[config.mk]
export PLATFORM = sky130hd
export DESIGN_NAME = name_to_node_table
export DESIGN_NICKNAME = d
export VERILOG_FILES = /design/src/hdl/ntn_pkg.sv /design/src/hdl/ntn_mem.sv /design/src/hdl/ntn_ctrl.sv /design/src/hdl/name_to_node_table.sv
export SDC_FILE = /design/constraint.sdc
export NUM_CORES = 1
export LEC_CHECK = 0
export ABC_CLOCK_PERIOD_IN_PS = 5370
export BUFFER_PORTS_ARGS = -buffer_cell sky130_fd_sc_hd__buf_2
export CORE_MARGIN = 2
export CORE_UTILIZATION = 55
export DETAILED_ROUTE_END_ITERATION = 16
export PLACE_DENSITY = 0.74
export SETUP_SLACK_MARGIN = 0.1
export SLEW_MARGIN = 40
export SYNTH_ARGS = -nofsm -noshare
export SYNTH_HDL_FRONTEND = slang
export SYNTH_SLANG_ARGS = --single-unit
export TNS_END_PERCENT = 1
[constraint.sdc]
create_clock -name clk -period 5.37 [get_ports clk]
set_input_delay 0.537 -clock clk [delete_from_list [all_inputs] [get_ports clk]]
set_output_delay 0.537 -clock clk [all_outputs]
set_load 0.02 [all_outputs]
[src/hdl/ntn_pkg.sv]
// Shared types, constants and key helper for the name-to-node table.
package ntn_pkg;

  localparam int NODES_DEF       = 16;
  localparam int NAME_BYTES_DEF  = 8;
  localparam int SERVER_SLOT_DEF = 0;
  localparam int KEY_W           = 64;

  // "/io0", first character in the low byte
  localparam logic [KEY_W-1:0] SERVER_KEY = 64'h0000_0000_306F_692F;

  localparam logic [1:0] MODE_LOOKUP = 2'd0;
  localparam logic [1:0] MODE_LINK   = 2'd1;
  localparam logic [1:0] MODE_UNLINK = 2'd2;

  typedef struct packed {
    logic [1:0]       mode;
    logic [KEY_W-1:0] name_key;
    logic [7:0]       node;
  } in_t;

  typedef struct packed {
    logic       ok;
    logic [3:0] found_node;
    logic [4:0] count;
  } out_t;

  // Cut the key at its first zero byte and clear bytes at or above nbytes.
  function automatic logic [KEY_W-1:0] norm_key(input logic [KEY_W-1:0] k,
                                                input int unsigned nbytes);
    logic [KEY_W-1:0] r;
    logic             stop;
    r    = '0;
    stop = 1'b0;
    for (int unsigned i = 0; i < 8; i++) begin
      if (i >= nbytes || k[8*i +: 8] == 8'h00) begin
        stop = 1'b1;
      end
      if (!stop) begin
        r[8*i +: 8] = k[8*i +: 8];
      end
    end
    return r;
  endfunction

endpackage

[src/hdl/ntn_mem.sv]
// Key store: one synchronous-read memory with per-entry valid bits.
module ntn_mem #(
  parameter int NODES       = ntn_pkg::NODES_DEF,
  parameter int NAME_BYTES  = ntn_pkg::NAME_BYTES_DEF,
  parameter int SERVER_SLOT = ntn_pkg::SERVER_SLOT_DEF,
  localparam int AW         = $clog2(NODES)
) (
  input  logic                      clk,
  input  logic                      rst_n,
  input  logic                      rd_en,
  input  logic [AW-1:0]             rd_addr,
  output logic [ntn_pkg::KEY_W-1:0] rd_data,
  input  logic                      wr_en,
  input  logic [AW-1:0]             wr_addr,
  input  logic [ntn_pkg::KEY_W-1:0] wr_data
);

  localparam logic SRV_EN = (SERVER_SLOT < NODES);
  localparam logic [ntn_pkg::KEY_W-1:0] SRV_KEY =
    ntn_pkg::norm_key(ntn_pkg::SERVER_KEY, NAME_BYTES);

  logic [ntn_pkg::KEY_W-1:0] mem_r [NODES];
  logic [NODES-1:0]          vld_r;
  logic [ntn_pkg::KEY_W-1:0] dat_r;
  logic                      dat_vld_r;
  logic [AW-1:0]             dat_addr_r;

  always_ff @(posedge clk) begin
    if (wr_en) begin
      mem_r[wr_addr] <= wr_data;
    end
    if (rd_en) begin
      dat_r      <= mem_r[rd_addr];
      dat_vld_r  <= vld_r[rd_addr];
      dat_addr_r <= rd_addr;
    end
  end

  always_ff @(posedge clk) begin
    if (!rst_n) begin
      vld_r <= '0;
    end else if (wr_en) begin
      vld_r[wr_addr] <= 1'b1;
    end
  end

  // An entry never written since reset reads as zero, or as the server key in the server slot.
  always_comb begin
    if (dat_vld_r) begin
      rd_data = dat_r;
    end else if (SRV_EN && {1'b0, dat_addr_r} == (AW+1)'(SERVER_SLOT)) begin
      rd_data = SRV_KEY;
    end else begin
      rd_data = '0;
    end
  end

endmodule

[src/hdl/ntn_ctrl.sv]
// Request sequencer: scan all slots through the key store, then write back on a successful link or unlink.
module ntn_ctrl #(
  parameter int NODES       = ntn_pkg::NODES_DEF,
  parameter int NAME_BYTES  = ntn_pkg::NAME_BYTES_DEF,
  localparam int AW         = $clog2(NODES)
) (
  input  logic                      clk,
  input  logic                      rst_n,
  input  logic                      cmd_valid,
  input  ntn_pkg::in_t              cmd_data,
  output logic                      idle,
  output logic                      res_valid,
  input  logic                      res_ready,
  output ntn_pkg::out_t             res_data,
  output logic                      rd_en,
  output logic [AW-1:0]             rd_addr,
  input  logic [ntn_pkg::KEY_W-1:0] rd_data,
  output logic                      wr_en,
  output logic [AW-1:0]             wr_addr,
  output logic [ntn_pkg::KEY_W-1:0] wr_data
);

  localparam int CW = $clog2(NODES + 1);
  localparam logic [AW-1:0] LAST = AW'(NODES - 1);

  typedef enum logic [2:0] {
    ST_IDLE = 3'b001,
    ST_SCAN = 3'b010,
    ST_FIN  = 3'b100
  } st_t;

  st_t                       st_r, st_nxt;
  logic [1:0]                mode_r, mode_nxt;
  logic [ntn_pkg::KEY_W-1:0] key_r, key_nxt;
  logic                      key_nz_r, key_nz_nxt;
  logic [7:0]                node_r, node_nxt;
  logic [AW-1:0]             iss_r, iss_nxt;
  logic                      iss_done_r, iss_done_nxt;
  logic                      pend_r, pend_nxt;
  logic [AW-1:0]             pend_idx_r, pend_idx_nxt;
  logic                      hit_r, hit_nxt;
  logic [AW-1:0]             hit_idx_r, hit_idx_nxt;
  logic                      occ_r, occ_nxt;
  logic [CW-1:0]             cnt_r, cnt_nxt;

  logic                      node_in;
  logic                      ok;
  logic                      do_wr;
  logic [CW-1:0]             cnt_new;
  logic [CW+4:0]             cnt_ext;
  logic [AW+3:0]             idx_ext;

  assign node_in = {1'b0, node_r} < 9'(NODES);

  // Decide the outcome from the scan flags.
  always_comb begin
    ok      = 1'b0;
    do_wr   = 1'b0;
    cnt_new = cnt_r;
    wr_addr = hit_idx_r;
    wr_data = '0;
    unique case (mode_r)
      ntn_pkg::MODE_LOOKUP: begin
        ok = hit_r;
      end
      ntn_pkg::MODE_LINK: begin
        wr_addr = node_r[AW-1:0];
        wr_data = key_r;
        if (key_nz_r && cnt_r < CW'(NODES) && !hit_r && node_in && !occ_r) begin
          ok      = 1'b1;
          do_wr   = 1'b1;
          cnt_new = cnt_r + 1'b1;
        end
      end
      ntn_pkg::MODE_UNLINK: begin
        if (cnt_r != '0 && hit_r) begin
          ok      = 1'b1;
          do_wr   = 1'b1;
          cnt_new = cnt_r - 1'b1;
        end
      end
      default: begin
      end
    endcase
  end

  assign cnt_ext = {5'b0, cnt_new};
  assign idx_ext = {4'b0, hit_idx_r};

  assign idle                = (st_r == ST_IDLE);
  assign res_valid           = (st_r == ST_FIN);
  assign res_data.ok         = ok;
  assign res_data.found_node = (mode_r == ntn_pkg::MODE_LOOKUP && hit_r) ? idx_ext[3:0] : 4'd0;
  assign res_data.count      = cnt_ext[4:0];
  assign wr_en               = res_valid && res_ready && do_wr;
  assign rd_en               = (st_r == ST_SCAN) && !iss_done_r;
  assign rd_addr             = iss_r;

  always_comb begin
    st_nxt       = st_r;
    mode_nxt     = mode_r;
    key_nxt      = key_r;
    key_nz_nxt   = key_nz_r;
    node_nxt     = node_r;
    iss_nxt      = iss_r;
    iss_done_nxt = iss_done_r;
    pend_nxt     = 1'b0;
    pend_idx_nxt = iss_r;
    hit_nxt      = hit_r;
    hit_idx_nxt  = hit_idx_r;
    occ_nxt      = occ_r;
    cnt_nxt      = cnt_r;
    unique case (st_r)
      ST_IDLE: begin
        if (cmd_valid) begin
          mode_nxt     = cmd_data.mode;
          key_nxt      = ntn_pkg::norm_key(cmd_data.name_key, NAME_BYTES);
          key_nz_nxt   = (key_nxt != '0);
          node_nxt     = cmd_data.node;
          iss_nxt      = '0;
          iss_done_nxt = 1'b0;
          hit_nxt      = 1'b0;
          hit_idx_nxt  = '0;
          occ_nxt      = 1'b0;
          st_nxt       = ST_SCAN;
        end
      end
      ST_SCAN: begin
        // issue one read a cycle
        if (rd_en) begin
          pend_nxt = 1'b1;
          if (iss_r == LAST) begin
            iss_done_nxt = 1'b1;
          end else begin
            iss_nxt = iss_r + 1'b1;
          end
        end
        // compare the word read last cycle
        if (pend_r) begin
          if (key_nz_r && !hit_r && rd_data == key_r) begin
            hit_nxt     = 1'b1;
            hit_idx_nxt = pend_idx_r;
          end
          if (pend_idx_r == node_r[AW-1:0]) begin
            occ_nxt = (rd_data != '0);
          end
          if (pend_idx_r == LAST) begin
            st_nxt = ST_FIN;
          end
        end
      end
      ST_FIN: begin
        if (res_ready) begin
          cnt_nxt = cnt_new;
          st_nxt  = ST_IDLE;
        end
      end
      default: begin
        st_nxt = ST_IDLE;
      end
    endcase
  end

  always_ff @(posedge clk) begin
    if (!rst_n) begin
      st_r   <= ST_IDLE;
      cnt_r  <= '0;
      pend_r <= 1'b0;
    end else begin
      st_r   <= st_nxt;
      cnt_r  <= cnt_nxt;
      pend_r <= pend_nxt;
    end
  end

  always_ff @(posedge clk) begin
    mode_r     <= mode_nxt;
    key_r      <= key_nxt;
    key_nz_r   <= key_nz_nxt;
    node_r     <= node_nxt;
    iss_r      <= iss_nxt;
    iss_done_r <= iss_done_nxt;
    pend_idx_r <= pend_idx_nxt;
    hit_r      <= hit_nxt;
    hit_idx_r  <= hit_idx_nxt;
    occ_r      <= occ_nxt;
  end

endmodule

[src/hdl/name_to_node_table.sv]
// Top level of the name-to-node table: sequencer, key store and output register.
//
// The in_ channel carries one request word (mode, name_key, node): lookup, link
// or unlink of a name key. Every request returns exactly one result word on the
// out_ channel (ok, found_node, count). There is no configuration port.
//
// Sequence: after a word is taken, every slot is read from the key store, one
// read per cycle, with each compare in the cycle after its read. A final state
// then decides, writes back and loads the output register, raising out_valid.
// The next word is taken only when that state has handed its result on, so a
// new request is never taken before the last one is through. Reads and the
// write-back never overlap, so no forwarding.
//
// Reset: rst_n clears the count and all entry valid bits; slots then read
// empty except the server slot, which reads "/io0". No clearing pass.
//
// Stall: a result held in the output register does not block the next request;
// the following result waits in the sequencer, holding off the next word, until
// the output register frees.
module name_to_node_table #(
  parameter int NODES       = ntn_pkg::NODES_DEF,
  parameter int NAME_BYTES  = ntn_pkg::NAME_BYTES_DEF,
  parameter int SERVER_SLOT = ntn_pkg::SERVER_SLOT_DEF
) (
  input  logic          clk,
  input  logic          rst_n,
  input  logic          in_valid,
  output logic          in_ready,
  input  ntn_pkg::in_t  in_data,
  output logic          out_valid,
  input  logic          out_ready,
  output ntn_pkg::out_t out_data
);

  localparam int AW = $clog2(NODES);

  logic                      rd_en;
  logic [AW-1:0]             rd_addr;
  logic [ntn_pkg::KEY_W-1:0] rd_data;
  logic                      wr_en;
  logic [AW-1:0]             wr_addr;
  logic [ntn_pkg::KEY_W-1:0] wr_data;

  logic                      res_valid;
  logic                      res_ready;
  ntn_pkg::out_t             res_data;

  logic                      out_valid_r, out_valid_nxt;
  ntn_pkg::out_t             out_data_r;

  // Sequencer: takes a word only when idle.
  ntn_ctrl #(
    .NODES      (NODES),
    .NAME_BYTES (NAME_BYTES)
  ) u_ctrl (
    .clk       (clk),
    .rst_n     (rst_n),
    .cmd_valid (in_valid),
    .cmd_data  (in_data),
    .idle      (in_ready),
    .res_valid (res_valid),
    .res_ready (res_ready),
    .res_data  (res_data),
    .rd_en     (rd_en),
    .rd_addr   (rd_addr),
    .rd_data   (rd_data),
    .wr_en     (wr_en),
    .wr_addr   (wr_addr),
    .wr_data   (wr_data)
  );

  // Key store, one port read per cycle, write-back after the scan.
  ntn_mem #(
    .NODES       (NODES),
    .NAME_BYTES  (NAME_BYTES),
    .SERVER_SLOT (SERVER_SLOT)
  ) u_mem (
    .clk     (clk),
    .rst_n   (rst_n),
    .rd_en   (rd_en),
    .rd_addr (rd_addr),
    .rd_data (rd_data),
    .wr_en   (wr_en),
    .wr_addr (wr_addr),
    .wr_data (wr_data)
  );

  // Output register: free when empty or being drained this cycle.
  assign res_ready = !out_valid_r || out_ready;

  always_comb begin
    out_valid_nxt = out_valid_r;
    if (res_valid && res_ready) begin
      out_valid_nxt = 1'b1;
    end else if (out_ready) begin
      out_valid_nxt = 1'b0;
    end
  end

  always_ff @(posedge clk) begin
    if (!rst_n) begin
      out_valid_r <= 1'b0;
    end else begin
      out_valid_r <= out_valid_nxt;
    end
  end

  // Load a fresh result word; hold it otherwise.
  always_ff @(posedge clk) begin
    if (res_valid && res_ready) begin
      out_data_r <= res_data;
    end
  end

  assign out_valid = out_valid_r;
  assign out_data  = out_data_r;

endmodule

# Yosys cells after proc, flatten, opt, wreduce, memory -nomap -nowiden
# Memories as Yosys holds them, arrays and structs flattened. A register that Yosys moved wholly into a read port is not among the register bits.
# Index checks and enable logic that the tools add are counted.
# totals
regBits,131
mem_bits_rw,1024
input_bits,78
out_inout_bits,12
elab_cells,178
mem_count,1
# memory_table
memory,depth,width,rd,rd_clocked_by_memory_dff,write_ports,line_no,source
u_mem.mem_r,16,64,1,1,1,ntn_mem.sv:22,logic [ntn_pkg::KEY_W-1:0] mem_r [NODES];
# classes
n_addsub,3
order_cmp,5
eq_ne,18
muxes,90
bitwise,1
reduce_logical,40
# op_table
op,count
8-bit 2-to-1 mux,24
64-bit 2-to-1 mux,2
64-bit nonzero test,2
64-bit == test,1
8-bit logical NOT,8
1-bit 2-to-1 mux,40
30-bit 2-to-1 mux,1
4-bit 2-to-1 mux,6
4-bit AND reduction,5
"2-bit != test, second input constant",8
16-bit OR,1
4-bit one-hot mux with 2 select lines,2
1-bit logical AND,12
3-bit 2-to-1 mux,4
"4-bit by 5-bit less-than comparator with 1-bit output, second input constant",2
5-bit 2-to-1 mux,2
5-bit one-hot mux with 2 select lines,1
3-bit one-hot mux with 3 select lines,1
"4-bit == test, second input constant",2
"8-bit by 5-bit less-than comparator with 1-bit output, second input constant",1
1-bit one-hot mux with 2 select lines,4
2-bit AND reduction,3
"5-bit by 1-bit adder with 5-bit output, second input constant",1
"5-bit less-than comparator, second input constant",1
other kinds (19),23

# Depth between registers and ports, before layout
# logic_depth
depth_word,29
depth_mapped,10
depth_no_buf,9

# Modules after synthesis
# A second synthesis with hierarchy kept.
# hier_totals
hier_cells,2293
area_unflattened_um2,47431.7
# by_module_without_submodules
mod,instances,cells_each,area_each_um2,seq_area_each_um2
ntn_mem,1,1769,41454.8,33141.8
ntn_ctrl,1,509,5619.1,2842.7
name_to_node_table,1,15,357.8,320.3

# Worst setup path before layout
# Ideal clock, no wire load.
# synth_path
kind,register -> register
start,register u_ctrl.node_r[7]
end,memory u_mem.mem_r[4][0] (netlist bit) (enable)
setup_ps,488
t_arrival_ps,4529
t_required_ps,4882
path_slack_ps,353
path_stages_with_launch,7
n_path_buf,0
synth_period_minus_slack_ps,5017
path_cell_list,edfxtp_1 -> or4_4 -> nor4b_4 -> a22oi_2 -> nor3_4 -> o21ai_2 -> nor2_1
# synth_between
elab_chain_cells,8
# synth_lines
item,line_no,source
from (decl),ntn_ctrl.sv:36,"logic [7:0] node_r, node_nxt;"
from (signal assigned),ntn_ctrl.sv:180,node_r <= node_nxt;
8-bit by 5-bit less-than comparator with 1-bit output,ntn_ctrl.sv:53,"assign node_in = {1'b0, node_r} < 9'(NODES);"
1-bit logical AND (2 in series),ntn_ctrl.sv:69,if (key_nz_r && cnt_r < CW'(NODES) && !hit_r && node_in && !occ_r) begin
1-bit 2-to-1 mux,ntn_ctrl.sv:69,
1-bit one-hot mux with 2 select lines,ntn_ctrl.sv:62,unique case (mode_r)
1-bit logical AND,ntn_ctrl.sv:95,assign wr_en = res_valid && res_ready && do_wr;
1-bit 2-to-1 mux,ntn_mem.sv:29,if (wr_en) begin
1-bit 2-to-1 mux (implied by the code),ntn_mem.sv:30,mem_r[wr_addr] <= wr_data;
to (decl),ntn_mem.sv:22,
# Every way passes these cells.

# Worst setup path in the final report
# layout_path
start,register u_ctrl.mode_r[1]
end,memory u_mem.mem_r[7][22] (netlist bit) (enable)
# layout_between
elab_chain_cells,5
elab_cells_between_ends,7
cone_classes,eq/ne: 2; mux: 4; reduce/logical: 1
# layout_lines
item,line_no,source
from (decl),ntn_ctrl.sv:33,"logic [1:0] mode_r, mode_nxt;"
from (signal assigned),ntn_ctrl.sv:177,mode_r <= mode_nxt;
2-bit == test / 2-bit by 1-bit == test with 1-bit output (equally long branches),ntn_ctrl.sv:62,
1-bit one-hot mux with 2 select lines,ntn_ctrl.sv:62,
1-bit logical AND,ntn_ctrl.sv:95,
1-bit 2-to-1 mux,ntn_mem.sv:29,
1-bit 2-to-1 mux (implied by the code),ntn_mem.sv:30,
# Several ways; a longest one is shown, not always the timed one.

==> impl_metrics.tcl <==
set metrics [dict create \
    drive_gt1_share_pct 27.2 \
    crit_arrival_ps 4370 \
    ys_async_sr_fraction_pct 0 \
    cts_buffers 114 \
    gr-total-overflow 0 \
    ys.flop_type "edfxtp_1" \
    row_count 107 \
    max_freq_ghz 0.248 \
    clkTransAtPathRegs_ps 60 \
    initial_core_util_pct 55.6 \
    status "completed" \
    setup_viol 0 \
    hold_class "in -> reg" \
    ant_nets 0 \
    period_share_pct 75.1 \
    core_area_mm2 0.0853 \
    synthTopCellsByCount "edfxtp_1, mux4_2, and2_1" \
    skew_ps 41.1 \
    power_per_cell_area_mw_per_mm2 379 \
    die_y_um 298 \
    postRouteWirelength_um 115000 \
    synth_edf_count 1189 \
    syn_area_mm2 0.0475 \
    ys_top_cells_by_area "edfxtp_1, mux4_2, and2_1" \
    ir_worst_vdd_mv 0.282 \
    critPathLaunchType "flop" \
    clock_path_buffers 3 \
    synth_cell_type_count 63 \
    worst-setup-path-type "reg -> reg" \
    syn_inst 2216 \
    postCtsSetupBuffers 0 \
    tns_ps 0 \
    synth_seq_cells 1219 \
    synth.avg_cell_area_um2 21.4 \
    required_ps 5700 \
    clk_latency_ps 710 \
    synth_warnings 0 \
    leakagePower_nw 17.0 \
    nFillCells 5512 \
    rsz0062_at_grt "no" \
    grt_first_pass_wirelength_um 167000 \
    total_power_mw 20.4 \
    antenna_found_initial 2 \
    die_w_um 298 \
    endpoint_kind "flop" \
    top_layer_used "met4" \
    io_pins 90 \
    via_per_inst 6.61 \
    grt_usage_pct 26.1 \
    worstMarginPinSlew_ps 863 \
    h-tree-depth 3 \
    areaGrowthSynthToFinish_pct 13.1 \
    first_pass_iters 12 \
    io_buffers 89 \
    gp_congestion 0.917 \
    num_vias 23900 \
    grt_pass1_vias 24000 \
    hold_viol_final 0 \
    synth_nets 2301 \
    grt_max_degree 91 \
    slew_violations 0 \
    yosys.area.top_type "edfxtp_1" \
    drt-wirelength-per-cell_um 31.9 \
    synth_seq_area_share_pct 76.5 \
    met2WireLength_um 55200 \
    post-synth-top-count-cell "edfxtp_1" \
    cts-root-buf "clkbuf_16" \
    place_hpwl_um 67200 \
    path_max_fanout 35 \
    wl_met1_um 44300 \
    cts_tree "yes" \
    synth_top_area_share_pct 75.2 \
    cts.sinks 1219 \
    drv_cap 0 \
    period_minus_slack_ps 4040 \
    remaining_drc_errors 0 \
    dr_wl_met3_um 12400 \
    maxSlewHeadroom_pct 42.5 \
    drtIter0Drc 3408 \
    die_area_mm2 0.0886 \
    layout.nets 2460 \
]
worst max-delay path, cell delays in order, from the launching register on:
cell      delay [ps]
edfxtp_1         440
inv_1            120
ha_2             680
inv_1            580
nor3b_1          410
a31oi_2          180
nor2_4           710
buf_4            510
path summary, 6_finish.rpt:
kind	start	endpoint	slack, ps	cells past startpoint
max	u_ctrl.mode_r[1]	u_mem.mem_r[7][22]	1330	7
min	in_data[10]	u_ctrl.key_r[2]	30	1
max reg2reg	u_ctrl.mode_r[1]	u_mem.mem_r[7][22]	1330	7
min reg2reg	u_mem.vld_r[3]	u_mem.vld_r[3]	470	1
metrics by stage:
stage | utilization, % | hold slack, ps | std cells | setup WS, ps | instance area [um^2]
after detailed placement | 58.2 | 453 | 3390 | 1480 | 49600
after global placement | 58.1 | 443 | 3387 | 1690 | 49500
final | 62.9 | 34.4 | 3616 | 1330 | 53600
after floorplan | - | 363 | 2216 | 353 | 47500
after global routing | 62.9 | 10.6 | 3614 | 1230 | 53600
after CTS | 62.7 | 2.20 | 3607 | 1450 | 53500
report_power, final:
group | total [mW] | leakage (nW) | internal, mW | switching, mW
sequential | 10.8 | 11.2 | 10.6 | 0.163
clock | 8.14 | 1.84 | 4.63 | 3.50
combinational | 1.46 | 3.93 | 0.643 | 0.815
placed cells by master, fill, tap and decap left out, drive strengths merged, types with 7 or more instances in the layout:
cell type,count
dfxtp,30
nand2,66
nand3,17
inv,37
ha,7
a21boi,8
clkbuf,138
nor4,34
and3,13
bufinv,14
mux4,325
buf,141
o21ai,30
nor2,62
a31oi,8
o21a,20
o22ai,11
nand4,8
a22oi,10
a21oi,13
xnor2,22
nor3,13
and2,113
clkinv,55
edfxtp,1189
sequential cells by signal (all words and copies together), names as in the netlist, 5 cells and up:
signal and flops:
u_ctrl.cnt_r 5, u_ctrl.node_r 8, u_mem.vld_r 16, out_data 10
u_ctrl.key_r 64, u_mem.dat_r 64, u_mem.mem_r 1024
layout make-up:
class | instances | area, um^2 | share of cell area, %
Clock inverter | 74 | 831 | 1.55
Sequential cell | 1219 | 36300 | 67.7
Antenna cell | 2 | 5.00 | 0.00933
Timing Repair Buffer | 148 | 1230 | 2.29
Clock buffer | 137 | 2970 | 5.53
Multi-Input combinational cell | 855 | 10700 | 20.0
Inverter | 37 | 140 | 0.261
Tap cell | 1144 | 1430 | 2.67
routing by layer:
| metal | vias up | track usage (%) |
|---|---|---|
| met5 | - | 0 |
| met4 | 0 | 7.67 |
| met3 | 274 | 5.36 |
| met2 | 1512 | 40.9 |
| met1 | 12600 | 37.8 |
| li1 | 9546 | - |
timing repair:
item                                   4_1_cts  5_1_grt
gates resized for setup                      0        0
hold buffers                                 6        0
endpoints found under the hold margin        6        0
setup endpoints to repair                    0        0
cells by family (layout without fill, tap and decap cells):
kind of cell	count (synthesis)	in the layout	share of synthesized area, %
fa+ha+maj	7	7	0.185
flops	1219	1219	76.5
buf+inv	142	396	1.18
xor+xnor	28	28	0.517
other cells	0	2	0
compound gates	140	140	2.08
simple gates	355	355	4.11
mux	325	325	15.4
(Power assumes the default switching activity.)
